**src/rtl/mmd_pkg.sv**
```systemverilog
package mmd_pkg;

	localparam int unsigned CNT_W    = 25;
	localparam int unsigned POS_W    = 24;
	localparam int unsigned COL_W    = 11;
	localparam int unsigned NUM_W    = 10;
	localparam int unsigned SAMPLE_W = 16;
	localparam int unsigned CTR_W    = 12;
	localparam int unsigned SCALE_W  = 11;
	localparam int unsigned Y_W      = 14;
	localparam int unsigned IDX_W    = 2;

	localparam logic [IDX_W-1:0] REG_SAMPLE_COUNT   = 2'd0;
	localparam logic [IDX_W-1:0] REG_COLUMN_COUNT   = 2'd1;
	localparam logic [IDX_W-1:0] REG_CENTRE_Y       = 2'd2;
	localparam logic [IDX_W-1:0] REG_VERTICAL_SCALE = 2'd3;

	localparam logic [CNT_W-1:0] N_MIN = 25'd16;
	localparam logic [CNT_W-1:0] N_MAX = 25'h1000000;
	localparam logic [COL_W-1:0] W_MAX = 11'd1024;

	function automatic logic [CNT_W-1:0] eff_n(input logic [CNT_W-1:0] n);
		logic [CNT_W-1:0] r;
		r = n;
		if (n < N_MIN) r = N_MIN;
		if (n > N_MAX) r = N_MAX;
		return r;
	endfunction

	function automatic logic [COL_W-1:0] eff_w(input logic [COL_W-1:0] w);
		logic [COL_W-1:0] r;
		r = w;
		if (w == '0) r = 11'd1;
		if (w > W_MAX) r = W_MAX;
		return r;
	endfunction

endpackage

```
**src/rtl/mmd_div.sv**
```systemverilog
// restoring divider, one quotient bit per cycle
module mmd_div (
	input  logic                            clk,
	input  logic                            arst_n,
	input  logic                            start,
	input  logic [mmd_pkg::CNT_W-1:0]       dividend,
	input  logic [mmd_pkg::COL_W-1:0]       divisor,
	output logic                            done,
	output logic [mmd_pkg::CNT_W-1:0]       quotient,
	output logic [mmd_pkg::COL_W-1:0]       remainder
);

	localparam logic [4:0] LAST_STEP = 5'(mmd_pkg::CNT_W - 1);

	logic                        busy_q;
	logic                        done_q;
	logic [4:0]                  cnt_q;
	logic [mmd_pkg::CNT_W-1:0]   dvd_q;
	logic [mmd_pkg::COL_W-1:0]   rem_q;
	logic [mmd_pkg::COL_W-1:0]   dsr_q;
	logic [mmd_pkg::COL_W:0]     trial;
	logic [mmd_pkg::COL_W:0]     diff;
	logic                        ge;

	assign trial = {rem_q, dvd_q[mmd_pkg::CNT_W-1]};
	assign ge    = trial >= {1'b0, dsr_q};
	assign diff  = trial - {1'b0, dsr_q};

	always_ff @(posedge clk or negedge arst_n) begin
		if (!arst_n) begin
			busy_q <= 1'b0;
			done_q <= 1'b0;
			cnt_q  <= '0;
		end else begin
			done_q <= 1'b0;
			if (start) begin
				busy_q <= 1'b1;
				cnt_q  <= '0;
			end else if (busy_q) begin
				cnt_q <= cnt_q + 5'd1;
				if (cnt_q == LAST_STEP) begin
					busy_q <= 1'b0;
					done_q <= 1'b1;
				end
			end
		end
	end

	always_ff @(posedge clk) begin
		if (start) begin
			dvd_q <= dividend;
			dsr_q <= divisor;
			rem_q <= '0;
		end else if (busy_q) begin
			rem_q <= ge ? diff[mmd_pkg::COL_W-1:0] : trial[mmd_pkg::COL_W-1:0];
			dvd_q <= {dvd_q[mmd_pkg::CNT_W-2:0], ge};
		end
	end

	assign done      = done_q;
	assign quotient  = dvd_q;
	assign remainder = rem_q;

endmodule

```
**src/rtl/mmd_row.sv**
```systemverilog
// shared scale multiplier; row = centre - round_half_up(s*scale / 32768)
module mmd_row (
	input  logic                                clk,
	input  logic                                load,
	input  logic signed [mmd_pkg::SAMPLE_W-1:0] sample,
	input  logic [mmd_pkg::SCALE_W-1:0]         scale,
	input  logic [mmd_pkg::CTR_W-1:0]           centre,
	output logic signed [mmd_pkg::Y_W-1:0]      y
);

	logic signed [27:0] a;
	logic signed [27:0] b;
	logic signed [27:0] prod_q;
	logic signed [27:0] rnd;
	logic signed [12:0] q;

	assign a = {{12{sample[mmd_pkg::SAMPLE_W-1]}}, sample};
	assign b = {17'd0, scale};

	always_ff @(posedge clk) begin
		if (load) prod_q <= a * b;
	end

	assign rnd = prod_q + 28'sd16384;
	assign q   = rnd[27:15];
	assign y   = $signed({2'b00, centre}) - $signed({q[12], q});

endmodule

```
**src/rtl/waveform_min_max_decimator.sv**
```systemverilog
// Min/max peak decimator for waveform display.
// Input channel in_valid/in_ready carries one signed Q1.15 sample per beat.
// Output channel out_valid/out_ready carries one beat per closed column:
// column number, min, max, pixel rows for max and min, and a last-column flag.
// Config channel cfg_valid/cfg_ready (always ready) writes cfg_data into the
// register chosen by cfg_index; any write restarts the frame and recomputes
// N/W with a serial divider, during which no sample is taken.
// Reset loads the register defaults and runs the same divide.
// A sample that closes no column goes through the bin check only; each column
// it closes adds a bin check, two passes through the shared scale multiplier
// and an output load. Column bounds advance by one add and compare per column.
// The output register holds a beat while the receiver stalls; the block keeps
// working until it needs to load the next result, then waits for out_ready.
// A new sample is taken while a previous result still waits at the output.
module waveform_min_max_decimator (
	input  logic                                  clk,
	input  logic                                  arst_n,
	input  logic                                  cfg_valid,
	output logic                                  cfg_ready,
	input  logic [mmd_pkg::IDX_W-1:0]             cfg_index,
	input  logic [mmd_pkg::CNT_W-1:0]             cfg_data,
	input  logic                                  in_valid,
	output logic                                  in_ready,
	input  logic signed [mmd_pkg::SAMPLE_W-1:0]   sample_value,
	output logic                                  out_valid,
	input  logic                                  out_ready,
	output logic [mmd_pkg::NUM_W-1:0]             column_number,
	output logic signed [mmd_pkg::SAMPLE_W-1:0]   column_min,
	output logic signed [mmd_pkg::SAMPLE_W-1:0]   column_max,
	output logic signed [mmd_pkg::Y_W-1:0]        y_upper,
	output logic signed [mmd_pkg::Y_W-1:0]        y_lower,
	output logic                                  last_column
);

	localparam logic [2:0] ST_DIVGO   = 3'd0;
	localparam logic [2:0] ST_DIVWAIT = 3'd1;
	localparam logic [2:0] ST_IDLE    = 3'd2;
	localparam logic [2:0] ST_CHECK   = 3'd3;
	localparam logic [2:0] ST_ROWMAX  = 3'd4;
	localparam logic [2:0] ST_ROWMIN  = 3'd5;
	localparam logic [2:0] ST_EMIT    = 3'd6;

	localparam int unsigned CW = mmd_pkg::CNT_W;
	localparam int unsigned WW = mmd_pkg::COL_W;

	logic [2:0]                            state_q;
	logic [CW-1:0]                         sample_count_q;
	logic [WW-1:0]                         column_count_q;
	logic [mmd_pkg::CTR_W-1:0]             centre_y_q;
	logic [mmd_pkg::SCALE_W-1:0]           vertical_scale_q;

	logic [mmd_pkg::POS_W-1:0]             pos_q;
	logic [WW-1:0]                         cur_q;
	logic [CW-1:0]                         cs_q;
	logic [CW-1:0]                         ns_q;
	logic [WW-1:0]                         nr_q;
	logic signed [mmd_pkg::SAMPLE_W-1:0]   min_q;
	logic signed [mmd_pkg::SAMPLE_W-1:0]   max_q;
	logic signed [mmd_pkg::SAMPLE_W-1:0]   s_q;
	logic                                  open_q;
	logic signed [mmd_pkg::Y_W-1:0]        yup_q;

	logic                                  out_valid_q;
	logic [mmd_pkg::NUM_W-1:0]             out_col_q;
	logic signed [mmd_pkg::SAMPLE_W-1:0]   out_min_q;
	logic signed [mmd_pkg::SAMPLE_W-1:0]   out_max_q;
	logic signed [mmd_pkg::Y_W-1:0]        out_yup_q;
	logic signed [mmd_pkg::Y_W-1:0]        out_ylo_q;
	logic                                  out_last_q;

	logic [CW-1:0]                         n_eff;
	logic [WW-1:0]                         w_eff;
	logic [mmd_pkg::SCALE_W-1:0]           scale_eff;
	logic                                  div_start;
	logic                                  div_done;
	logic [CW-1:0]                         q0;
	logic [WW-1:0]                         r0;
	logic                                  row_load;
	logic signed [mmd_pkg::SAMPLE_W-1:0]   row_in;
	logic signed [mmd_pkg::Y_W-1:0]        row_y;

	logic                                  cfg_fire;
	logic                                  in_fire;
	logic                                  out_free;
	logic                                  emit_fire;
	logic [CW-1:0]                         pos_inc;
	logic [CW-1:0]                         bin_end;
	logic                                  close;
	logic [WW-1:0]                         cur_inc;
	logic [WW:0]                           nr_sum;
	logic [WW:0]                           nr_sub;
	logic                                  carry;
	logic                                  first;

	assign n_eff     = mmd_pkg::eff_n(sample_count_q);
	assign w_eff     = mmd_pkg::eff_w(column_count_q);
	assign scale_eff = (vertical_scale_q == '0) ? 11'd1 : vertical_scale_q;

	assign cfg_ready = 1'b1;
	assign cfg_fire  = cfg_valid;
	assign in_ready  = (state_q == ST_IDLE);
	assign in_fire   = in_valid && in_ready;
	assign out_free  = !out_valid_q || out_ready;
	assign emit_fire = (state_q == ST_EMIT) && out_free;
	assign div_start = (state_q == ST_DIVGO);

	assign pos_inc = {1'b0, pos_q} + 25'd1;
	assign bin_end = (ns_q > cs_q) ? ns_q : cs_q + 25'd1;
	assign close   = (pos_inc >= bin_end) && (cur_q < w_eff);
	assign cur_inc = cur_q + 11'd1;
	assign nr_sum  = {1'b0, nr_q} + {1'b0, r0};
	assign carry   = nr_sum >= {1'b0, w_eff};
	assign nr_sub  = nr_sum - {1'b0, w_eff};
	assign first   = (pos_q == '0) || !open_q;

	assign row_load = (state_q == ST_ROWMAX) || (state_q == ST_ROWMIN);
	assign row_in   = (state_q == ST_ROWMAX) ? max_q : min_q;

	mmd_div u_div (
		.clk       (clk),
		.arst_n    (arst_n),
		.start     (div_start),
		.dividend  (n_eff),
		.divisor   (w_eff),
		.done      (div_done),
		.quotient  (q0),
		.remainder (r0)
	);

	mmd_row u_row (
		.clk    (clk),
		.load   (row_load),
		.sample (row_in),
		.scale  (scale_eff),
		.centre (centre_y_q),
		.y      (row_y)
	);

	always_ff @(posedge clk or negedge arst_n) begin
		if (!arst_n) begin
			state_q          <= ST_DIVGO;
			sample_count_q   <= 25'd16;
			column_count_q   <= 11'd1;
			centre_y_q       <= '0;
			vertical_scale_q <= 11'd1;
			pos_q            <= '0;
			cur_q            <= '0;
			open_q           <= 1'b0;
			out_valid_q      <= 1'b0;
		end else begin
			if (emit_fire) out_valid_q <= 1'b1;
			else if (out_ready) out_valid_q <= 1'b0;

			if (cfg_fire) begin
				case (cfg_index)
					mmd_pkg::REG_SAMPLE_COUNT:   sample_count_q   <= cfg_data;
					mmd_pkg::REG_COLUMN_COUNT:   column_count_q   <= cfg_data[WW-1:0];
					mmd_pkg::REG_CENTRE_Y:       centre_y_q       <= cfg_data[mmd_pkg::CTR_W-1:0];
					mmd_pkg::REG_VERTICAL_SCALE:
						vertical_scale_q <= cfg_data[mmd_pkg::SCALE_W-1:0];
					default: ;
				endcase
				state_q <= ST_DIVGO;
				pos_q   <= '0;
				cur_q   <= '0;
				open_q  <= 1'b0;
			end else begin
				case (state_q)
					ST_DIVGO:   state_q <= ST_DIVWAIT;
					ST_DIVWAIT: if (div_done) state_q <= ST_IDLE;
					ST_IDLE: begin
						if (in_fire) begin
							if (pos_q == '0) cur_q <= '0;
							open_q  <= 1'b1;
							state_q <= ST_CHECK;
						end
					end
					ST_CHECK: begin
						if (close) begin
							state_q <= ST_ROWMAX;
						end else begin
							pos_q   <= (pos_inc >= n_eff) ? '0 : pos_inc[mmd_pkg::POS_W-1:0];
							state_q <= ST_IDLE;
						end
					end
					ST_ROWMAX: state_q <= ST_ROWMIN;
					ST_ROWMIN: state_q <= ST_EMIT;
					ST_EMIT: begin
						if (out_free) begin
							cur_q <= cur_inc;
							if (cur_inc >= w_eff) open_q <= 1'b0;
							else open_q <= (ns_q <= {1'b0, pos_q});
							state_q <= ST_CHECK;
						end
					end
					default: state_q <= ST_DIVGO;
				endcase
			end
		end
	end

	always_ff @(posedge clk) begin
		if (in_fire) begin
			s_q   <= sample_value;
			min_q <= (first || sample_value < min_q) ? sample_value : min_q;
			max_q <= (first || sample_value > max_q) ? sample_value : max_q;
			if (pos_q == '0) begin
				cs_q <= '0;
				ns_q <= q0;
				nr_q <= r0;
			end
		end
		if (state_q == ST_ROWMIN) yup_q <= row_y;
		if (emit_fire) begin
			out_col_q  <= cur_q[mmd_pkg::NUM_W-1:0];
			out_min_q  <= min_q;
			out_max_q  <= max_q;
			out_yup_q  <= yup_q;
			out_ylo_q  <= row_y;
			out_last_q <= (cur_inc == w_eff);
			if (cur_inc < w_eff) begin
				cs_q <= ns_q;
				ns_q <= ns_q + q0 + {24'd0, carry};
				nr_q <= carry ? nr_sub[WW-1:0] : nr_sum[WW-1:0];
				if (ns_q <= {1'b0, pos_q}) begin
					min_q <= s_q;
					max_q <= s_q;
				end
			end
		end
	end

	assign out_valid     = out_valid_q;
	assign column_number = out_col_q;
	assign column_min    = out_min_q;
	assign column_max    = out_max_q;
	assign y_upper       = out_yup_q;
	assign y_lower       = out_ylo_q;
	assign last_column   = out_last_q;

endmodule
```
**config.mk**
```make
export PLATFORM = sky130hd
export DESIGN_NAME = waveform_min_max_decimator
export DESIGN_NICKNAME = d
export VERILOG_FILES = /design/src/rtl/mmd_pkg.sv /design/src/rtl/mmd_div.sv /design/src/rtl/mmd_row.sv /design/src/rtl/waveform_min_max_decimator.sv
export SDC_FILE = /design/constraint.sdc
export NUM_CORES = 1
export LEC_CHECK = 0
export BUFFER_PORTS_ARGS = -buffer_cell sky130_fd_sc_hd__clkbuf_2
export CAP_MARGIN = 0
export CORE_ASPECT_RATIO = 1.2
export CORE_MARGIN = 4
export CORE_UTILIZATION = 59
export CTS_BUF_LIST = sky130_fd_sc_hd__clkbuf_2
export DETAILED_ROUTE_END_ITERATION = 8
export PLACE_DENSITY = 0.82
export SETUP_SLACK_MARGIN = 0.5
export SYNTH_ARGS = -nofsm -noshare
export SYNTH_HDL_FRONTEND = slang
export SYNTH_SLANG_ARGS = --single-unit
```
**constraint.sdc**
```tcl
create_clock -name clk -period 6.7 [get_ports clk]
set_clock_uncertainty 0.15 [all_clocks]
set_input_delay 0.335 -clock clk [delete_from_list [all_inputs] [get_ports clk]]
set_output_delay 0.335 -clock clk [all_outputs]
set_load 0.1 [all_outputs]
```
==> results of run 1 <==
[worst max-delay path: stages, from the launching register on]
cell and delay [ps]:
dfrtp_1 390, nor3b_4 160, buf_6 140, buf_16 140, buf_12 140, buf_4 140, o21ai_4 220, nand2_1 110
fa_1 450, fa_1 540, fa_1 520, inv_1 60, fa_1 480, fa_1 510, ha_1 330, and4_4 200
and2_4 150, a31oi_4 160, o21ai_2 100, a2111oi_4 390, o21ai_2 150, a2111oi_2 320, nor3_1 110, xnor2_1 150
[routing by layer]
layer  routed length (µm)  vias up
li1                     -    10600
met1                29300    11500
met2                40400     1166
met3                 5960      362
met4                 5240        2
met5                   13        -
[synth_stat cells, drive strengths merged (6+ instances only)]
| library cell | instances | share of area [%] |
|---|---|---|
| and3 | 23 | 0.52 |
| inv | 350 | 4.7 |
| o221ai | 7 | 0.22 |
| buf | 20 | 0.38 |
| o21bai | 8 | 0.22 |
| a21oi | 138 | 2.5 |
| nor2b | 23 | 0.52 |
| fa | 166 | 12 |
| xnor2 | 102 | 3.2 |
| o22ai | 6 | 0.14 |
| nor4 | 20 | 0.45 |
| ha | 285 | 13 |
| nand4 | 36 | 0.81 |
| edfxtp | 151 | 16 |
| nand3 | 54 | 0.98 |
| a211oi | 25 | 0.68 |
| or3 | 8 | 0.18 |
| a2111oi | 10 | 0.37 |
| mux2i | 90 | 3.3 |
| a31oi | 14 | 0.32 |
| o21ai | 138 | 2.5 |
| nor2 | 111 | 1.5 |
| xor2 | 34 | 1.1 |
| nand2b | 14 | 0.32 |
| dfrtp | 103 | 9.3 |
| o31ai | 30 | 0.83 |
| a21boi | 9 | 0.27 |
| o21a | 23 | 0.62 |
| a211o | 6 | 0.19 |
| mux2 | 64 | 2.6 |
| dfxtp | 104 | 7.5 |
| nand2 | 322 | 4.4 |
| and2 | 74 | 1.7 |
| a21o | 61 | 1.7 |
| nor3 | 38 | 0.69 |
| a22o | 20 | 0.63 |
| clkbuf | 86 | 1.2 |
[cell type report]
class	count	area, µm²
inverters	351	1330
diodes	10	25.0
multi-input cells	2019	17400
fillers	3217	13500
clock inverters	39	228
clock buffers	137	686
flip-flops and latches	361	9280
repair buffers	369	2940
well taps	616	771
[where the power goes]
group	switching, mW	internal [mW]	total, mW
registers	0.167	2.54	2.71
clock network	1.01	0.638	1.65
logic	2.19	1.75	3.94
[kinds of logic after synthesis]
| group | synth area share (%) |
|---|---|
| compound gates | 12.3 |
| xor+xnor | 4.31 |
| simple gates | 12.8 |
| flops | 33.5 |
| buf+inv | 6.31 |
| other cells | 0.0136 |
| mux | 5.86 |
| fa+ha+maj | 24.9 |
[state kept, by name (all words and copies together) (netlist names), 12 cells and up]
signal          cells
ns_q               25
y_lower            14
pos_q              24
cs_q               25
u_row.prod_q       14
s_q                16
y_upper            14
centre_y_q         12
min_q              16
max_q              16
column_max         16
u_div.quotient     25
yup_q              14
sample_count_q     25
column_min         16
[worst max path at each step]
stage / from / end / cells past startpoint
CTS: state_q[0]$_DFFE_PN0P_ / u_row.prod_q[27]$_DFFE_PP_ / 23
floorplan: state_q[1]$_DFFE_PN0P_ / u_row.prod_q[27]$_DFFE_PP_ / 26
global placement: state_q[2]$_DFFE_PN0P_ / u_row.prod_q[27]$_DFFE_PP_ / 23
global route: state_q[1]$_DFFE_PN0P_ / u_row.prod_q[27]$_DFFE_PP_ / 23
detailed placement: state_q[2]$_DFFE_PN0P_ / u_row.prod_q[27]$_DFFE_PP_ / 23
finish: state_q[2]$_DFFE_PN0P_ / u_row.prod_q[27]$_DFFE_PP_ / 23
[metrics by stage]
stage	hold WS [ps]	instances	setup TNS (ps)	util [%]
2_1_floorplan	-111	2837	0	-
3_3_place_gp	244	3541	0	63.4
6_report	59.3	3902	0	70.7
5_1_grt	-10.6	3899	0	70.7
4_1_cts	4.92	3860	0	68.8
3_5_place_dp	253	3541	-101	63.4
[what timing repair did]
item,4_1_cts,5_1_grt
hold buffers,109,0
gates cloned,2,2
gates resized for setup,47,150
setup buffers,32,30
pin swaps,23,72
endpoints found under the hold margin,231,0
setup endpoints to repair,11,26
==> results.py, run 1 <==
metrics = {
    "status": {
        "outcome": "finished clean",
    },
    "route": {
        "viasPerCell": 6.04,
        "vias": 23600,
        "ant_nets": 0,
        "drt-pass1-iter-count": 6,
        "wl_per_cell_um": 20.7,
        "first_iter_violations": 1748,
        "wirelength_um": 80800,
        "drc_errors": 0,
    },
    "floorplan": {
        "start_util_pct": 59.9,
        "fp.dieW_um": 206,
        "rows": 86,
        "die_h_um": 245,
        "ios": 122,
        "core_um2": 46200,
        "dieArea_um2": 50400,
    },
    "yosys": {
        "syn-num-nets": 3336,
        "ys_async_sr_fraction_pct": 29.4,
        "synth_warnings": 0,
        "synth_edf_count": 151,
        "ys_types": 77,
        "syn_area_um2": 27700,
        "ys_seq_elements": 361,
        "postSynthAreaPerCell_um2": 9.75,
        "yosys_most_used_dff": "edfxtp_1",
        "yosysSeqAreaShare_pct": 33.5,
        "synthCells": 2837,
    },
    "timing": {
        "hold_violations": 0,
        "fin_crit_ps": 6440,
        "tightest_slew_ps": 1200,
        "max_freq_ghz": 0.155,
        "setup_violations": 0,
        "rsz0062_at_grt": "yes",
        "maxSlewHeadroom_pct": 20.0,
        "slew_violations": 0,
        "finalCritPeriodShare_pct": 96.2,
        "setup_slack_ps": 256,
    },
    "global_route": {
        "antenna_found_initial": 6,
        "busiest_layer": "met2",
        "grt_max_degree": 101,
        "grt_pass1_vias": 24500,
        "met2_usage_pct": 54.1,
        "grt.total_usage_pct": 31.1,
        "grt.met1_usage_pct": 35.4,
        "overflow": 0,
        "grt_first_pass_wirelength_um": 126000,
        "met3_usage_pct": 6.30,
    },
    "cells_and_area": {
        "final_common_cell": "inv_1",
        "final_nets": 3695,
        "drive_gt1_share_pct": 19.9,
        "fin_area_um2": 32600,
        "final_cell_mix": "inv_1 (329), nand2_1 (293), ha_1 (265)",
        "syn2layout_area_growth_pct": 18.0,
    },
    "min_path": {
        "min_to": "column_count_q[10]$_DFFE_PN0P_",
        "hold_depth": 3,
        "min_from": "cfg_data[10]",
        "hp-class": "input port to register",
    },
    "clocking": {
        "worstSkewPairLatency_ps": 1170,
        "clock_path_buffers": 3,
        "clock-sinks": 361,
        "cts_root_buf": "clkbuf_2",
        "cts_tree": "done",
        "path_clk_slew_ps": 110,
        "cts_made_buffers": 94,
        "htree_levels": 3,
    },
    "critical_path": {
        "crit_path_start_kind": "register",
        "worst-setup-path-type": "register to register",
        "r2r_cells": 23,
        "rr_endpoint": "u_row.prod_q[27]$_DFFE_PP_",
        "reg2reg_slack_ps": 260,
        "endpoint_kind": "register",
        "r2r_start": "state_q[2]$_DFFE_PN0P_",
        "critPathMaxFanout": 7,
        "required_ps": 7420,
        "critPathArrivalTime_ps": 7170,
    },
    "placed_design": {
        "routabilityCongestion": 0.990,
        "pre_cts_slack_ps": -88.0,
        "placedInstanceArea_um2": 29300,
        "dp_hpwl_um": 57200,
        "port_buffers": 120,
    },
    "power": {
        "p_leak_nw": 15.5,
        "irDropWorstVdd_uv": 166,
        "powerDensity_nw_per_um2": 254,
        "finalPower_mw": 8.30,
    },
    "flow_run": {
        "max_cap_violations": 0,
    },
}
Power figures use the tool's default switching activity.
==> run 2: changes to the inputs <==
HOLD_SLACK_MARGIN = 0.08   (was unset)
==> results.py, run 2 (synthesis results as in run 1) <==
metrics = {
    "status": {
        "outcome": "finished clean",
    },
    "clocking": {
        "cts_root_buf": "clkbuf_2",
        "cts_made_buffers": 94,
        "cts_tree": "done",
        "path_clk_slew_ps": 120,
        "clock-sinks": 361,
        "htree_levels": 3,
        "clock_path_buffers": 3,
        "worstSkewPairLatency_ps": 1130,
    },
    "placed_design": {
        "placedInstanceArea_um2": 29300,
        "routabilityCongestion": 0.990,
        "dp_hpwl_um": 57200,
        "dpl.cell_count": 3541,
        "port_buffers": 120,
    },
    "power": {
        "p_leak_nw": 15.7,
        "irDropWorstVdd_uv": 164,
        "p_clk_share_pct": 19.5,
        "p_sw_mw": 3.47,
        "p_sw_share_pct": 40.9,
        "combPwrFrac_pct": 48.6,
        "powerDensity_nw_per_um2": 258,
        "p_int_mw": 5.02,
        "p_seq_share_pct": 31.9,
    },
    "global_route": {
        "grt.total_usage_pct": 31.2,
        "antenna_found_initial": 8,
        "grt_max_degree": 101,
        "overflow": 0,
        "grt_first_pass_wirelength_um": 126000,
        "grt_pass1_vias": 24500,
    },
    "floorplan": {
        "core_um2": 46200,
        "ios": 122,
        "rows": 86,
        "start_util_pct": 59.9,
        "dieArea_um2": 50400,
        "die_h_um": 245,
        "fp.dieW_um": 206,
    },
    "min_path": {
        "hp-class": "input port to async pin",
    },
    "route": {
        "wirelength_um": 82900,
        "ant_nets": 0,
        "drc_errors": 0,
        "viasPerCell": 6.07,
        "first_iter_violations": 1818,
        "vias": 23800,
        "drt-pass1-iter-count": 7,
        "wl_per_cell_um": 21.1,
    },
    "critical_path": {
        "required_ps": 7390,
        "reg2reg_slack_ps": 150,
        "worst-setup-path-type": "register to register",
        "critPathMaxFanout": 7,
        "endpoint_kind": "register",
        "r2r_cells": 26,
        "critPathArrivalTime_ps": 7240,
        "crit_path_start_kind": "register",
    },
    "timing": {
        "tightest_slew_ps": 1200,
        "finalCritPeriodShare_pct": 97.8,
        "setup_violations": 0,
        "fin_crit_ps": 6550,
        "slew_violations": 0,
        "max_freq_ghz": 0.153,
        "rsz0062_at_grt": "yes",
        "hold_violations": 0,
        "maxSlewHeadroom_pct": 20.2,
    },
    "cells_and_area": {
        "final_cell_mix": "inv_1 (318), nand2_1 (289), ha_1 (264)",
        "syn2layout_area_growth_pct": 19.1,
        "final_nets": 3715,
        "fillCellCount": 3134,
        "fin_area_um2": 33000,
        "final_common_cell": "inv_1",
        "fin_cells": 3920,
        "drive_gt1_share_pct": 20.7,
    },
    "flow_run": {
        "max_cap_violations": 0,
    },
}
run 2: stage by stage:
stage / util, % / setup WS [ps] / power [mW] / hold WS (ps) / TNS [ps]
6_report: 71.4 / 150 / 8.49 / 179 / 0
5_1_grt: 71.4 / -9.58 / 8.99 / 166 / -9.58
4_1_cts: 68.9 / 272 / 7.78 / 90.0 / 0
3_5_place_dp: 63.4 / -88.0 / 5.98 / 253 / -101
3_3_place_gp: 63.4 / 144 / 5.79 / 244 / 0
2_1_floorplan: - / 217 / 5.04 / -111 / 0
run 2: repair_timing:
item / 4_1_cts / 5_1_grt
pin swaps: 23 / 100
cloned: 2 / 3
endpoints found under the hold margin: 243 / 0
setup endpoints to repair: 11 / 26
resized for setup: 47 / 182
setup buffers: 32 / 43
hold buffers: 115 / 0
run 2: final timing paths:
path                                                  end                    from
max                            u_row.prod_q[27]$_DFFE_PP_  state_q[1]$_DFFE_PN0P_
min                        sample_count_q[17]$_DFFE_PN0P_                  arst_n
max reg2reg                    u_row.prod_q[27]$_DFFE_PP_  state_q[1]$_DFFE_PN0P_
min reg2reg                          y_upper[5]$_DFFE_PP_      yup_q[5]$_DFFE_PP_
max in group asynchronous       centre_y_q[8]$_DFFE_PN0P_                  arst_n
min in group clk                   state_q[1]$_DFFE_PN0P_               cfg_valid
run 2: final cells by class:
class                           count  area (µm²)  area share (%)
Sequential cell                   361        9280            28.2
Timing Repair Buffer              389        3190            9.68
Clock inverter                     39         228           0.691
Multi-Input combinational cell   2019       17500            53.0
Clock buffer                      137         686            2.08
Inverter                          351        1330            4.02
Antenna cell                        8        20.0          0.0608
Tap cell                          616         771            2.34
run 2: power by group through the flow:
stage	logic, mW	registers, mW	clock network, mW
after floorplan	2.36	2.68	0
after global placement	3.06	2.74	0
final	4.13	2.71	1.65
after global routing	4.48	2.72	1.79
after CTS	3.43	2.69	1.66
after detailed placement	3.24	2.74	0
run 2: layer usage:
layer	track usage (%)	routed length, µm	vias to the layer above
met4	18.0	5930	4
met2	54.5	41000	1164
met5	0	27	-
met1	35.5	29900	11600
li1	-	-	10600
met3	6.09	6010	411
run 2: critical path, stage by stage (launching register included):
cell and delay, ps:
dfrtp_1 440, nor3b_4 300, buf_6 170, buf_12 100, clkbuf_16 150, nand2_2 70
o21ai_4 110, buf_6 150, nand2_1 90, fa_2 570, inv_1 50, fa_1 510
fa_2 450, fa_1 510, inv_1 70, fa_1 450, inv_2 100, ha_4 220
a21oi_4 160, nor2_2 60, a211oi_2 270, o22ai_2 150, a2111oi_4 300, o21ai_2 150
a2111oi_2 310, nor3_1 110, xnor2_1 150
